**config.mk**
```make
export PLATFORM = sky130hd
export DESIGN_NAME = idle_framed_crc_packet_receiver_core_flat
export DESIGN_NICKNAME = d
export VERILOG_FILES = /design/src/hw/rtl/ifcpr_pkg.sv /design/src/hw/rtl/ifcpr_item_if.sv /design/src/hw/rtl/ifcpr_result_if.sv /design/src/hw/rtl/ifcpr_dp.sv /design/src/hw/rtl/ifcpr_ctrl.sv /design/src/hw/rtl/idle_framed_crc_packet_receiver_core.sv /design/src/flat_wrapper.sv
export SDC_FILE = /design/constraint.sdc
export NUM_CORES = 1
export LEC_CHECK = 0
export ABC_CLOCK_PERIOD_IN_PS = 4740
export CORE_UTILIZATION = 63
export CTS_CLUSTER_DIAMETER = 120
export DETAILED_ROUTE_END_ITERATION = 8
export DONT_BUFFER_PORTS = 1
export MAX_ROUTING_LAYER = met4
export PLACE_DENSITY_LB_ADDON = 0.1
export SLEW_MARGIN = 20
export SYNTH_ARGS = -nofsm -noshare
export SYNTH_HDL_FRONTEND = slang
export SYNTH_HIERARCHICAL = 1
export SYNTH_SLANG_ARGS = --single-unit
export TNS_END_PERCENT = 5
```
**constraint.sdc**
```tcl
create_clock -name i_clk -period 4.74 [get_ports i_clk]
set_clock_uncertainty 0.1 [all_clocks]
set_input_delay 0.948 -clock i_clk [delete_from_list [all_inputs] [get_ports i_clk]]
set_output_delay 0.948 -clock i_clk [all_outputs]
set_load 0.02 [all_outputs]
```
**src/hw/rtl/ifcpr_pkg.sv**
```systemverilog
// shared constants, types and crc helper for the packet receiver
`default_nettype none

package ifcpr_pkg;

    localparam int BufferDepth = 64;
    localparam int AddrW       = $clog2(BufferDepth);

    localparam logic [15:0] CrcPoly = 16'h1021;

    localparam logic [2:0] CMD_RX_BYTE  = 3'd0;
    localparam logic [2:0] CMD_TIMEOUT  = 3'd1;
    localparam logic [2:0] CMD_READ     = 3'd2;
    localparam logic [2:0] CMD_RELEASE  = 3'd3;
    localparam logic [2:0] CMD_TAKE_ERR = 3'd4;

    localparam logic [1:0] ERR_NONE            = 2'd0;
    localparam logic [1:0] ERR_READ_INCOMPLETE = 2'd3;

    // what the buffer read issued this cycle is for
    typedef enum logic [2:0] {
        RD_NONE,
        RD_BODY,
        RD_HI,
        RD_LO,
        RD_DATA
    } t_rd_kind;

    typedef struct packed {
        logic     load_item;
        logic     exec_rx;
        logic     exec_timeout;
        logic     cnt_clr;
        logic     clear_pass;
        logic     commit_crc;
        logic     decide;
        logic     release_pkt;
        logic     load_result;
        t_rd_kind rd_kind;
    } t_dp_cmd;

    typedef struct packed {
        logic [2:0] cmd;
        logic       len_zero;
        logic       len_short;
        logic       body_last;
        logic       out_free;
    } t_dp_status;

    typedef struct packed {
        logic [7:0]  read_data;
        logic [5:0]  packet_length;
        logic        packet_available;
        logic        read_done;
        logic        crc_ok;
        logic [15:0] computed_crc;
        logic [15:0] received_crc;
        logic [1:0]  sticky_error;
        logic        timer_armed;
    } t_result;

    // one byte of crc-16/xmodem, msb first
    function automatic logic [15:0] crc_byte(input logic [15:0] crc, input logic [7:0] b);
        logic [15:0] c;
        c = crc ^ {b, 8'h00};
        for (int k = 0; k < 8; k++) begin
            if (c[15]) begin
                c = {c[14:0], 1'b0} ^ CrcPoly;
            end else begin
                c = {c[14:0], 1'b0};
            end
        end
        return c;
    endfunction

endpackage

`default_nettype wire

```
**src/hw/rtl/ifcpr_item_if.sv**
```systemverilog
// input item channel: command and received byte
`default_nettype none

interface ifcpr_item_if;
    logic       valid;
    logic       ready;
    logic [2:0] command;
    logic [7:0] rx_byte;
    logic [1:0] rx_error;
    logic [5:0] read_index;

    modport source (output valid, output command, output rx_byte, output rx_error,
                    output read_index, input ready);
    modport sink   (input valid, input command, input rx_byte, input rx_error,
                    input read_index, output ready);
endinterface

`default_nettype wire

```
**src/hw/rtl/ifcpr_result_if.sv**
```systemverilog
// result channel: status snapshot after each item
`default_nettype none

interface ifcpr_result_if;
    logic        valid;
    logic        ready;
    logic [7:0]  read_data;
    logic [5:0]  packet_length;
    logic        packet_available;
    logic        read_done;
    logic        crc_ok;
    logic [15:0] computed_crc;
    logic [15:0] received_crc;
    logic [1:0]  sticky_error;
    logic        timer_armed;

    modport source (output valid, output read_data, output packet_length,
                    output packet_available, output read_done, output crc_ok,
                    output computed_crc, output received_crc, output sticky_error,
                    output timer_armed, input ready);
    modport sink   (input valid, input read_data, input packet_length,
                    input packet_available, input read_done, input crc_ok,
                    input computed_crc, input received_crc, input sticky_error,
                    input timer_armed, output ready);
endinterface

`default_nettype wire

```
**src/hw/rtl/ifcpr_dp.sv**
```systemverilog
// datapath: packet buffer, crc engine, flags and result register
`default_nettype none

module ifcpr_dp
    import ifcpr_pkg::*;
(
    input  wire logic       i_clk,
    input  wire logic       i_rst_n,
    input  wire t_dp_cmd    i_cmd,
    output      t_dp_status o_status,
    input  wire logic       i_crc_en,
    input  wire logic [2:0] i_command,
    input  wire logic [7:0] i_rx_byte,
    input  wire logic [1:0] i_rx_error,
    input  wire logic [5:0] i_read_index,
    output      t_result    o_result,
    output      logic       o_res_valid,
    input  wire logic       i_res_ready
);

    logic [7:0]             r_mem [BufferDepth];
    logic [BufferDepth-1:0] r_valid;

    logic [2:0]       r_cmd;
    logic [7:0]       r_rx_byte;
    logic [1:0]       r_rx_error;
    logic [AddrW-1:0] r_read_index;
    logic             r_idx_ok;

    logic [AddrW-1:0] r_wp;
    logic [AddrW-1:0] r_cnt;
    logic             r_avail;
    logic             r_rel;
    logic             r_pass;
    logic [15:0]      r_calc;
    logic [15:0]      r_recv;
    logic [1:0]       r_held;
    logic             r_armed;

    logic [15:0] r_crc_acc;
    logic [7:0]  r_hi;
    logic [7:0]  r_lo;
    logic [7:0]  r_read_data;

    logic [7:0]  r_rd_data;
    logic        r_rd_valid;
    t_rd_kind    r_rd_kind;

    logic [AddrW-1:0] rd_addr;
    logic             rd_en;
    logic             wr_en;
    logic [7:0]       rd_byte;
    logic             out_free;
    logic             rx_good;

    assign rx_good  = (r_rx_error == ERR_NONE);
    assign wr_en    = i_cmd.exec_rx && rx_good;
    assign rd_en    = (i_cmd.rd_kind != RD_NONE);
    assign rd_byte  = r_rd_valid ? r_rd_data : 8'h00;
    assign out_free = !o_res_valid || i_res_ready;

    always_comb begin
        case (i_cmd.rd_kind)
            RD_BODY: rd_addr = r_cnt;
            RD_HI:   rd_addr = r_wp - AddrW'(2);
            RD_LO:   rd_addr = r_wp - AddrW'(1);
            RD_DATA: rd_addr = r_read_index;
            default: rd_addr = r_cnt;
        endcase
    end

    // buffer memory, one write and one registered read
    always_ff @(posedge i_clk) begin
        if (wr_en) begin
            r_mem[r_wp] <= r_rx_byte;
        end
        if (rd_en) begin
            r_rd_data <= r_mem[rd_addr];
        end
    end

    always_ff @(posedge i_clk) begin
        if (i_cmd.load_item) begin
            r_cmd        <= i_command;
            r_rx_byte    <= i_rx_byte;
            r_rx_error   <= i_rx_error;
            r_read_index <= AddrW'(i_read_index);
            r_idx_ok     <= (int'(i_read_index) < BufferDepth);
        end
    end

    // returned read data lands by kind
    always_ff @(posedge i_clk) begin
        if (i_cmd.load_item) begin
            r_read_data <= 8'h00;
        end
        if (i_cmd.cnt_clr) begin
            r_crc_acc <= 16'h0000;
        end
        case (r_rd_kind)
            RD_BODY: r_crc_acc <= crc_byte(r_crc_acc, rd_byte);
            RD_HI:   r_hi <= rd_byte;
            RD_LO:   r_lo <= rd_byte;
            RD_DATA: r_read_data <= r_idx_ok ? rd_byte : 8'h00;
            default: ;
        endcase
    end

    always_ff @(posedge i_clk) begin
        if (!i_rst_n) begin
            r_valid     <= '0;
            r_wp        <= '0;
            r_cnt       <= '0;
            r_avail     <= 1'b0;
            r_rel       <= 1'b1;
            r_pass      <= 1'b0;
            r_calc      <= 16'h0000;
            r_recv      <= 16'h0000;
            r_held      <= ERR_NONE;
            r_armed     <= 1'b0;
            r_rd_kind   <= RD_NONE;
            r_rd_valid  <= 1'b0;
            o_res_valid <= 1'b0;
        end else begin
            r_rd_kind <= i_cmd.rd_kind;
            if (rd_en) begin
                r_rd_valid <= r_valid[rd_addr];
            end

            if (i_cmd.exec_rx) begin
                r_armed <= 1'b1;
                if (rx_good) begin
                    r_valid[r_wp] <= 1'b1;
                    r_wp <= (r_wp == AddrW'(BufferDepth - 1)) ? '0 : r_wp + AddrW'(1);
                end else if (r_held == ERR_NONE) begin
                    r_held <= r_rx_error;
                end
            end

            if (i_cmd.exec_timeout) begin
                r_armed <= 1'b0;
                if (r_wp != '0 && !r_rel && r_held == ERR_NONE) begin
                    r_held <= ERR_READ_INCOMPLETE;
                end
            end

            if (i_cmd.cnt_clr) begin
                r_cnt <= '0;
            end else if (i_cmd.rd_kind == RD_BODY) begin
                r_cnt <= r_cnt + AddrW'(1);
            end

            if (i_cmd.clear_pass) begin
                r_pass <= 1'b0;
            end
            if (i_cmd.commit_crc) begin
                r_calc <= r_crc_acc;
                r_recv <= {r_hi, r_lo};
                r_pass <= (r_crc_acc == {r_hi, r_lo});
            end

            if (i_cmd.decide && (!i_crc_en || r_pass)) begin
                r_avail <= 1'b1;
                r_rel   <= 1'b0;
            end else if (i_cmd.release_pkt || i_cmd.decide) begin
                r_valid <= '0;
                r_wp    <= '0;
                r_avail <= 1'b0;
                r_rel   <= 1'b1;
            end

            if (i_cmd.load_result) begin
                o_res_valid <= 1'b1;
                if (r_cmd == CMD_TAKE_ERR) begin
                    r_held <= ERR_NONE;
                end
            end else if (i_res_ready) begin
                o_res_valid <= 1'b0;
            end
        end
    end

    always_ff @(posedge i_clk) begin
        if (i_cmd.load_result) begin
            o_result.read_data        <= r_read_data;
            o_result.packet_length    <= 6'(r_wp);
            o_result.packet_available <= r_avail;
            o_result.read_done        <= r_rel;
            o_result.crc_ok           <= r_pass;
            o_result.computed_crc     <= r_calc;
            o_result.received_crc     <= r_recv;
            o_result.sticky_error     <= r_held;
            o_result.timer_armed      <= r_armed;
        end
    end

    always_comb begin
        o_status.cmd       = r_cmd;
        o_status.len_zero  = (r_wp == '0);
        o_status.len_short = (r_wp <= AddrW'(2));
        o_status.body_last = (r_cnt == r_wp - AddrW'(3));
        o_status.out_free  = out_free;
    end

endmodule

`default_nettype wire

```
**src/hw/rtl/ifcpr_ctrl.sv**
```systemverilog
// controller: sequences each item through the datapath
`default_nettype none

module ifcpr_ctrl
    import ifcpr_pkg::*;
(
    input  wire logic       i_clk,
    input  wire logic       i_rst_n,
    input  wire logic       i_in_valid,
    output      logic       o_in_ready,
    input  wire t_dp_status i_status,
    output      t_dp_cmd    o_cmd
);

    typedef enum logic [9:0] {
        S_IDLE   = 10'b00_0000_0001,
        S_EXEC   = 10'b00_0000_0010,
        S_RDWAIT = 10'b00_0000_0100,
        S_BODY   = 10'b00_0000_1000,
        S_HI     = 10'b00_0001_0000,
        S_LO     = 10'b00_0010_0000,
        S_WAIT   = 10'b00_0100_0000,
        S_CHECK  = 10'b00_1000_0000,
        S_DECIDE = 10'b01_0000_0000,
        S_DONE   = 10'b10_0000_0000
    } t_state;

    t_state r_state;
    t_state n_state;

    assign o_in_ready = (r_state == S_IDLE);

    always_comb begin
        n_state = r_state;
        o_cmd   = '0;
        unique case (r_state)
            S_IDLE: begin
                if (i_in_valid) begin
                    o_cmd.load_item = 1'b1;
                    n_state = S_EXEC;
                end
            end
            S_EXEC: begin
                n_state = S_DONE;
                unique case (i_status.cmd)
                    CMD_RX_BYTE: o_cmd.exec_rx = 1'b1;
                    CMD_TIMEOUT: begin
                        o_cmd.exec_timeout = 1'b1;
                        if (i_status.len_zero) begin
                            n_state = S_DONE;
                        end else if (i_status.len_short) begin
                            o_cmd.clear_pass = 1'b1;
                            n_state = S_DECIDE;
                        end else begin
                            o_cmd.cnt_clr = 1'b1;
                            n_state = S_BODY;
                        end
                    end
                    CMD_READ: begin
                        o_cmd.rd_kind = RD_DATA;
                        n_state = S_RDWAIT;
                    end
                    CMD_RELEASE: o_cmd.release_pkt = 1'b1;
                    default: ;
                endcase
            end
            S_RDWAIT: n_state = S_DONE;
            S_BODY: begin
                // one body byte per cycle into the crc
                o_cmd.rd_kind = RD_BODY;
                if (i_status.body_last) begin
                    n_state = S_HI;
                end
            end
            S_HI: begin
                o_cmd.rd_kind = RD_HI;
                n_state = S_LO;
            end
            S_LO: begin
                o_cmd.rd_kind = RD_LO;
                n_state = S_WAIT;
            end
            S_WAIT:  n_state = S_CHECK;
            S_CHECK: begin
                o_cmd.commit_crc = 1'b1;
                n_state = S_DECIDE;
            end
            S_DECIDE: begin
                o_cmd.decide = 1'b1;
                n_state = S_DONE;
            end
            S_DONE: begin
                if (i_status.out_free) begin
                    o_cmd.load_result = 1'b1;
                    n_state = S_IDLE;
                end
            end
            default: n_state = S_IDLE;
        endcase
    end

    always_ff @(posedge i_clk) begin
        if (!i_rst_n) begin
            r_state <= S_IDLE;
        end else begin
            r_state <= n_state;
        end
    end

endmodule

`default_nettype wire

```
**src/hw/rtl/idle_framed_crc_packet_receiver_core.sv**
```systemverilog
// rx byte, release, error take, reserved commands and a timeout on an empty buffer
// pass idle, exec and done; a read adds a wait for its data; a timeout on one or two
// bytes adds decide, on more bytes the crc walk, trailer reads, wait, check and decide
// one item at a time; the crc walk reads one buffer byte a cycle over the single read port
// reset (synchronous, active low): buffer reads as zero, length 0, packet released,
// no error, timer disarmed, crc check enabled; no clearing pass is needed
`default_nettype none

module idle_framed_crc_packet_receiver_core
    import ifcpr_pkg::*;
(
    input  wire logic         i_clk,
    input  wire logic         i_rst_n,
    ifcpr_item_if.sink        i_item,
    ifcpr_result_if.source    o_result,
    input  wire logic         psel,
    input  wire logic         penable,
    input  wire logic         pwrite,
    input  wire logic [2:0]   paddr,
    input  wire logic [31:0]  pwdata,
    output      logic [31:0]  prdata,
    output      logic         pready
);

    t_dp_cmd    dp_cmd;
    t_dp_status dp_status;
    t_result    result;
    logic       res_valid;
    logic       r_crc_en;
    logic       reg_sel;

    // crc_check_enable at byte address 0
    assign reg_sel = (paddr[2] == 1'b0);
    assign pready  = 1'b1;
    assign prdata  = reg_sel ? {31'd0, r_crc_en} : 32'd0;

    always_ff @(posedge i_clk) begin
        if (!i_rst_n) begin
            r_crc_en <= 1'b1;
        end else if (psel && penable && pwrite && reg_sel) begin
            r_crc_en <= pwdata[0];
        end
    end

    ifcpr_ctrl u_ctrl (
        .i_clk      (i_clk),
        .i_rst_n    (i_rst_n),
        .i_in_valid (i_item.valid),
        .o_in_ready (i_item.ready),
        .i_status   (dp_status),
        .o_cmd      (dp_cmd)
    );

    ifcpr_dp u_dp (
        .i_clk        (i_clk),
        .i_rst_n      (i_rst_n),
        .i_cmd        (dp_cmd),
        .o_status     (dp_status),
        .i_crc_en     (r_crc_en),
        .i_command    (i_item.command),
        .i_rx_byte    (i_item.rx_byte),
        .i_rx_error   (i_item.rx_error),
        .i_read_index (i_item.read_index),
        .o_result     (result),
        .o_res_valid  (res_valid),
        .i_res_ready  (o_result.ready)
    );

    assign o_result.valid            = res_valid;
    assign o_result.read_data        = result.read_data;
    assign o_result.packet_length    = result.packet_length;
    assign o_result.packet_available = result.packet_available;
    assign o_result.read_done        = result.read_done;
    assign o_result.crc_ok           = result.crc_ok;
    assign o_result.computed_crc     = result.computed_crc;
    assign o_result.received_crc     = result.received_crc;
    assign o_result.sticky_error     = result.sticky_error;
    assign o_result.timer_armed      = result.timer_armed;

endmodule

`default_nettype wire

```
**src/flat_wrapper.sv**
```systemverilog
// flat-port wrapper written by rule: the top's interface ports become plain ports
module idle_framed_crc_packet_receiver_core_flat import ifcpr_pkg::*;
  (i_clk, i_rst_n, psel, penable, pwrite, paddr, pwdata, prdata, pready, i_item_valid, i_item_command, i_item_rx_byte, i_item_rx_error, i_item_read_index, i_item_ready, o_result_valid, o_result_read_data, o_result_packet_length, o_result_packet_available, o_result_read_done, o_result_crc_ok, o_result_computed_crc, o_result_received_crc, o_result_sticky_error, o_result_timer_armed, o_result_ready);
  ifcpr_item_if i_item_i ();
  ifcpr_result_if o_result_i ();
  input  wire logic i_clk;
  input  wire logic i_rst_n;
  input  wire logic psel;
  input  wire logic penable;
  input  wire logic pwrite;
  input  wire logic [2:0] paddr;
  input  wire logic [31:0] pwdata;
  output      logic [31:0] prdata;
  output      logic pready;
  input wire logic [$bits(i_item_i.valid)-1:0] i_item_valid;
  input wire logic [$bits(i_item_i.command)-1:0] i_item_command;
  input wire logic [$bits(i_item_i.rx_byte)-1:0] i_item_rx_byte;
  input wire logic [$bits(i_item_i.rx_error)-1:0] i_item_rx_error;
  input wire logic [$bits(i_item_i.read_index)-1:0] i_item_read_index;
  output wire logic [$bits(i_item_i.ready)-1:0] i_item_ready;
  output wire logic [$bits(o_result_i.valid)-1:0] o_result_valid;
  output wire logic [$bits(o_result_i.read_data)-1:0] o_result_read_data;
  output wire logic [$bits(o_result_i.packet_length)-1:0] o_result_packet_length;
  output wire logic [$bits(o_result_i.packet_available)-1:0] o_result_packet_available;
  output wire logic [$bits(o_result_i.read_done)-1:0] o_result_read_done;
  output wire logic [$bits(o_result_i.crc_ok)-1:0] o_result_crc_ok;
  output wire logic [$bits(o_result_i.computed_crc)-1:0] o_result_computed_crc;
  output wire logic [$bits(o_result_i.received_crc)-1:0] o_result_received_crc;
  output wire logic [$bits(o_result_i.sticky_error)-1:0] o_result_sticky_error;
  output wire logic [$bits(o_result_i.timer_armed)-1:0] o_result_timer_armed;
  input wire logic [$bits(o_result_i.ready)-1:0] o_result_ready;
  assign i_item_i.valid = i_item_valid;
  assign i_item_i.command = i_item_command;
  assign i_item_i.rx_byte = i_item_rx_byte;
  assign i_item_i.rx_error = i_item_rx_error;
  assign i_item_i.read_index = i_item_read_index;
  assign i_item_ready = i_item_i.ready;
  assign o_result_valid = o_result_i.valid;
  assign o_result_read_data = o_result_i.read_data;
  assign o_result_packet_length = o_result_i.packet_length;
  assign o_result_packet_available = o_result_i.packet_available;
  assign o_result_read_done = o_result_i.read_done;
  assign o_result_crc_ok = o_result_i.crc_ok;
  assign o_result_computed_crc = o_result_i.computed_crc;
  assign o_result_received_crc = o_result_i.received_crc;
  assign o_result_sticky_error = o_result_i.sticky_error;
  assign o_result_timer_armed = o_result_i.timer_armed;
  assign o_result_i.ready = o_result_ready;
  idle_framed_crc_packet_receiver_core u_core (.i_clk(i_clk), .i_rst_n(i_rst_n), .i_item(i_item_i), .o_result(o_result_i), .psel(psel), .penable(penable), .pwrite(pwrite), .paddr(paddr), .pwdata(pwdata), .prdata(prdata), .pready(pready));
endmodule
```
==> results.md, run 1 <==
* Async S/R FF share, synth at 0
* Maximum number of pins on one net before global-route repair at 72
* Number of I/O pins at 148
* Routed Antenna Nets at 0
* Synth cell types at 78
* Iter 0 DRT Violations at 1686
* Worst setup EP type: flip-flop
* Actual slew at the worst max-slew pin at 1.025 ns
* Fin Setup TNS at 0 ns
* Avg Vias per Cell at 5.943
* H-tree Lvls at 3
* Yosys reg bits at 761
* Dpl ws at 0.2921 ns
* Primary FF master, synth: edfxtp_1
* Tmin final at 4.601 ns
* Clock Tree Root: clkbuf_16
* GRT Residual Overflow at 0
* Number of synthesized flops with an enable pin at 631
* Reg-to-Reg Start: u_core/u_ctrl/r_state[4]$_SDFFE_PN0P_
* Post-Syn Area at 0.03107 mm2
* Final Wtd Congestion at 0.9106
* R2R depth at 14
* FF-to-FF setup slack at 0.14 ns
* Met3 WL at 4.244 mm
* Metal-1 WL at 28.14 mm
* Clk pin slew, worst setup/hold paths at 0.06 ns
* Post_cts resized at 0
* Critical Path AT at 4.97 ns
* Post-DP HPWL at 41.66 mm
* Final WS setup at 0.1388 ns
* Rows at 81
* Detailed-route wire length at 66.10 mm
* Max clock buf depth at 3
* Worst setup path startpoint: u_core/u_ctrl/r_state[4]$_SDFFE_PN0P_
* Worst Hold Class: primary input to flip-flop
* Initial antenna violation count at 1
* First-pass GRT wire length at 100.1 mm
* CP max FO at 25
* Hold path endpoint: u_core/u_dp/r_rx_byte[6]$_DFFE_PP_
* Crit share post-route at 0.9707
* Worst Hold Launch: i_item_rx_byte[6]
* Setup Fix Bufs, Post-CTS at 0
* Number of global-route vias before repair at 17.12k
* Total Die Area at 0.05021 mm2
* Worst Hold Path Cells at 0
* Tot Pwr at 14930 uW
* # nets final at 2266
* IO Port Bufs at 0
* Die Y-Extent at 224.1 um
* LEAKAGE at 0.01172 uW
* Core ar. at 0.04875 mm2
* RR Endpoint: u_core/u_dp/r_rd_valid$_SDFFE_PN0P_
* Setup Crit Path Kind: flip-flop to flip-flop
* Pwr per Cell Area at 429.2 mW/mm2
* Hold Buf Count CTS at 0
* RSZ-0062 raised after global routing: no
* CTS Buf Count at 76
* Hold Vio Cnt, Final at 0
* Drt drc at 0
* Share of cells above drive strength 1 at 0.1364
* Drt pass-1 iters at 5
* Die width at 224.1 um
* Worst-Skew Late Latency at 0.61 ns
* Area Overhead vs Synth at 11.96%
* Via count at 17.37k
* Endpoints failing setup at 0
* Initial Util at 0.6374
* Post-Syn Instances at 2112
* Startpoint class of the critical path: flip-flop
* Max Slew Vio Count at 0
* Met2 routed WL at 31.87 mm
* Register area share after synthesis at 0.6936
* Fmax at 0.2173 GHz
* Max_slew headroom at 0.3149
* Status: finished clean
* Commonest non-fill, non-tap cell in the layout: edfxtp_1
* Most frequent cells in the layout: edfxtp_1 (631), mux2i_1 (310), nor2_1 (238), nand2_1 (139), dfxtp_1 (130)
* Wire per inst at 22.61 um
* CTS tree: yes
* Synth Warn # at 6
* Top Layer Used: met4
* Sink Count at 761
* Hold Slack at 0.3245 ns
* Max Cap Viol at 0
* Peak supply drop at 361.0 uV
* CP required at 5.11 ns
* Syn Area/Cell at 14.71 um2
* Total GRT Usage at 0.2757
[power breakdown]
part / total (uW) / internal, uW / leakage (uW) / switching [uW]
registers: 7710 / 7630 / 0.00675 / 74.4
logic: 1060 / 268 / 0.00368 / 788
clock network: 6170 / 3760 / 0.00129 / 2410
[routing by layer]
layer | global-route usage | vias to the layer above
li1 | - | 7981
met1 | 0.3609 | 8637
met2 | 0.4395 | 611
met3 | 0.05286 | 143
met4 | 0.08506 | 0
met5 | - | -
[synth_stat cells, drive strengths merged, types with 30 or more instances]
cell | n | area (um2)
xor2 | 30 | 262.8
nor2b | 41 | 259.0
nor2 | 240 | 900.9
dfxtp | 130 | 2603
xnor2 | 32 | 280.3
clkbuf | 35 | 131.4
nand2 | 140 | 525.5
edfxtp | 631 | 18950
nand3 | 44 | 220.2
buf | 101 | 720.7
a22oi | 49 | 367.9
mux2 | 31 | 349.1
mux2i | 310 | 3103
[final cells by class]
cell class | count | area (um2)
clock inverters | 36 | 399.1
fillers | 3207 | 13960
well taps | 664 | 830.8
diodes | 1 | 2.502
repair buffers | 113 | 973.4
flip-flops and latches | 761 | 21550
multi-input cells | 1216 | 8712
clock buffers | 103 | 2211
inverters | 29 | 108.9
[cell families after synthesis]
group,count (synthesis),synth area share
muxes,357,0.1227
DFF,761,0.6936
and+or+nand+nor,573,0.08593
buffers and inverters,165,0.03093
other,2,0.0002417
xor gates and xnor gates,62,0.01748
adders and majority gates,8,0.003222
AOI/OAI and AO/OA,184,0.04595
[critical path, cell delays in order, from the launching register on]
cell      delay (ns)
dfxtp_1         0.38
or4_4           0.59
or3_1           0.43
nor2_1          0.18
buf_4           0.24
nor3b_1         0.48
o21bai_2        0.25
nand2_4         0.34
buf_12          0.24
buf_4           0.16
mux2_2          0.35
o211ai_1        0.17
a311oi_1        0.15
o211ai_1        0.23
o311ai_1        0.15
[sequential cells by signal, indices dropped and copies added, names as in the netlist, 10 cells and up]
register	flops
u_core/u_ctrl/r_state	10
u_core/u_dp/r_mem	512
u_core/u_dp/r_recv	16
u_core/u_dp/r_crc_acc	16
u_core/u_dp/r_calc	16
u_core/u_dp/o_result	52
u_core/u_dp/r_valid	64
[how the worst max path moves through the flow]
stage	depth (start not counted)	end	slack (ns)
finish	14	u_core/u_dp/r_rd_valid$_SDFFE_PN0P_	0.14
CTS	13	u_core/u_dp/r_rd_valid$_SDFFE_PN0P_	0.26
detailed placement	13	u_core/u_dp/r_rd_valid$_SDFFE_PN0P_	0.29
floorplan	7	u_core/u_dp/r_held[1]$_SDFF_PN0_	0.35
global route	14	u_core/u_dp/r_rd_valid$_SDFFE_PN0P_	0.0005
global placement	12	u_core/u_dp/r_rd_data[3]$_DFFE_PP_	0.38
[stage by stage]
| step | cell area, um2 | std cells | utilization |
|---|---|---|---|
| 2_1_floorplan | 31180 | 2142 | - |
| 3_3_place_gp | 32170 | 2783 | 0.6600 |
| 3_5_place_dp | 32180 | 2783 | 0.6600 |
| 4_1_cts | 34790 | 2922 | 0.7136 |
| 5_1_grt | 34790 | 2923 | 0.7136 |
| 6_report | 34790 | 2923 | 0.7136 |
Power figures use the tool's default switching activity.
==> run 2, diff against run 1 <==
==> constraint.sdc (replaced) <==
create_clock -name i_clk -period 4.74 [get_ports i_clk]
set_clock_uncertainty 0.1 [all_clocks]
set_input_delay 0.474 -clock i_clk [delete_from_list [all_inputs] [get_ports i_clk]]
set_output_delay 0.474 -clock i_clk [all_outputs]
set_load 0.02 [all_outputs]
==> results.md, run 2 (synthesis results as in run 1) <==
* Iter 0 DRT Violations at 1874
* Startpoint class of the critical path: flip-flop
* Number of I/O pins at 148
* CP required at 4.98 ns
* Worst Hold Class: primary input to flip-flop
* Crit path buffers/inverters at 2
* R2R depth at 12
* RR Endpoint: u_core/u_dp/r_rd_data[2]$_DFFE_PP_
* Tot Pwr at 14890 uW
* Core ar. at 0.04875 mm2
* CTS tree: yes
* Post-DP HPWL at 42.54 mm
* Logic pwr share at 0.073
* Initial antenna violation count at 0
* Initial Util at 0.6374
* Met1 usage in global routing at 0.3776
* Slowest stage delay, CP at 0.60 ns
* IO Port Bufs at 0
* Total GRT Usage at 0.2834
* Drt drc at 0
* Rows at 81
* Finished Layout Cells at 2945
* Largest Register: u_core/u_dp/r_mem
* Share of cells above drive strength 1 at 0.1355
* Switching share of power at 0.2215
* Worst setup path startpoint: u_core/u_ctrl/r_state[4]$_SDFFE_PN0P_
* Met3 Usage GRT at 0.04224
* Peak supply drop at 346.9 uV
* Max Cap Viol at 0
* Hold Slack at 0.04588 ns
* Actual slew at the worst max-slew pin at 1.031 ns
* Clk pin slew, worst setup/hold paths at 0.06 ns
* Int Power at 11590 uW
* Grt met2 use at 0.4505
* Detailed-route wire length at 67.72 mm
* GRT Residual Overflow at 0
* Clock share of power at 0.410
* Routed Antenna Nets at 0
* Crit path to: u_core/u_dp/r_rd_data[2]$_DFFE_PP_
* Crit share post-route at 0.9571
* # nets final at 2289
* Worst setup EP type: flip-flop
* # diodes at 0
* Worst path slowest cell: or4_4
* Most frequent cells in the layout: edfxtp_1 (631), mux2i_1 (310), nor2_1 (238), nand2_1 (139), dfxtp_1 (130)
* Levels on crit path at 12
* H-tree Lvls at 3
* Setup Fix Bufs, Post-CTS at 0
* Tmin final at 4.536 ns
* Reg-to-Reg Start: u_core/u_ctrl/r_state[4]$_SDFFE_PN0P_
* Final Wtd Congestion at 0.9118
* Drt pass-1 iters at 5
* Endpoints failing setup at 0
* Die Y-Extent at 224.1 um
* Total Die Area at 0.05021 mm2
* Sequential power share at 0.517
* Fin Setup TNS at 0 ns
* Worst-Skew Late Latency at 0.61 ns
* Pwr per Cell Area at 425.4 mW/mm2
* Commonest non-fill, non-tap cell in the layout: edfxtp_1
* Via count at 17.56k
* First-pass GRT wire length at 102.6 mm
* Sink Count at 761
* Setup Crit Path Kind: flip-flop to flip-flop
* Avg Vias per Cell at 5.963
* Crit path max-delay family: simple AND/OR/NAND/NOR gates
* Clock Tree Root: clkbuf_16
* Max_slew headroom at 0.3100
* Maximum number of pins on one net before global-route repair at 70
* GR peak layer: met2
* Die width at 224.1 um
* Wire per inst at 22.99 um
* Cells after DPL at 2783
* Switching power at 3298 uW
* Fmax at 0.2204 GHz
* Status: finished clean
* Hold Vio Cnt, Final at 0
* CP max FO at 25
* LEAKAGE at 0.01181 uW
* RSZ-0062 raised after global routing: yes
* FF-to-FF setup slack at 0.20 ns
* Max Slew Vio Count at 0
* Critical Path AT at 4.77 ns
* Top flop regs: u_core/u_dp/r_mem x512, u_core/u_dp/r_valid x64, u_core/u_dp/o_result x52
* Crit-path cells: or4_4 -> or3_1 -> nor2_1 -> buf_4 -> nor3b_1 -> o21bai_2 -> nand2_4 -> buf_12 -> mux2i_1 -> mux2_2 -> a221oi_1 -> nor4_1
* Max reg flops at 512
* Max clock buf depth at 3
* CTS Buf Count at 75
* Area Overhead vs Synth at 12.66%
* Number of global-route vias before repair at 17.33k
==> run 2: cell types whose count changed in the layout (fill, tap and decap cells not counted), moves of 2 or more <==
cell	change
buf_12	+3
clkbuf_8	-2
clkbuf_16	-3
clkbuf_1	+2
dlygate4sd3_1	+23
buf_4	-3
clkinv_2	+5
clkinv_1	-3
==> run 2: timing repair <==
item / 4_1_cts / 5_1_grt
gates resized for setup: 0 / 1
setup endpoints to repair: 0 / 6
hold buffers: 24 / 0
endpoints found under the hold margin: 63 / 0
==> run 2: worst min path at each step <==
| stage | startpoint | to | cells past startpoint |
|---|---|---|---|
| after floorplan | u_core/u_dp/r_read_data[0]$_SDFFCE_PN0P_ | u_core/u_dp/o_result[44]$_DFFE_PP_ | 0 |
| after global placement | u_core/u_dp/r_read_data[4]$_SDFFCE_PN0P_ | u_core/u_dp/o_result[48]$_DFFE_PP_ | 0 |
| after detailed placement | u_core/u_dp/r_read_data[5]$_SDFFCE_PN0P_ | u_core/u_dp/o_result[49]$_DFFE_PP_ | 0 |
| final | i_rst_n | u_core/u_dp/r_cnt[3]$_SDFFE_PP0N_ | 2 |
| after global routing | i_rst_n | u_core/u_dp/r_cnt[0]$_SDFFE_PP0N_ | 2 |
| after CTS | i_rst_n | u_core/u_dp/r_cnt[3]$_SDFFE_PP0N_ | 2 |
==> run 2: final cells by class <==
type | count | area [um2]
Inverter | 29 | 108.9
Timing Repair Buffer | 137 | 1252
Sequential cell | 761 | 21550
Clock inverter | 38 | 435.4
Fill cell | 3107 | 13740
Tap cell | 664 | 830.8
Clock buffer | 100 | 2116
Multi-Input combinational cell | 1216 | 8712
==> run 2: power by group through the flow <==
stage / clock [uW] / combinational (uW) / sequential [uW]
2_1_floorplan: 0 / 538 / 7980
3_3_place_gp: 0 / 1020 / 7840
3_5_place_dp: 0 / 1060 / 7840
4_1_cts: 6180 / 1080 / 7700
5_1_grt: 6420 / 1170 / 7710
6_report: 6100 / 1090 / 7710
==> run 2: worst register-to-register path, stage by stage, from the launching register on <==
cell,delay (ns)
dfxtp_1,0.38
or4_4,0.60
or3_1,0.43
nor2_1,0.20
buf_4,0.25
nor3b_1,0.53
o21bai_2,0.23
nand2_4,0.22
buf_12,0.23
mux2i_1,0.19
mux2_2,0.32
a221oi_1,0.47
nor4_1,0.13
==> run 2: through the flow <==
step           worst slack (ns)  utilization  cell area [um2]
6_report                 0.2036       0.7181            35010
3_5_place_dp             0.2703       0.6606            32200
5_1_grt                -0.01631       0.7181            35010
4_1_cts                  0.2480       0.7180            35000
2_1_floorplan            0.5787            -            31180
3_3_place_gp             0.3033       0.6605            32200
==> run 2: per-layer routing <==
layer	wire length, um	share of wire
met1	28350	0.42
met2	32930	0.49
met4	2050	0.030
met3	4388	0.065
met5	0	0
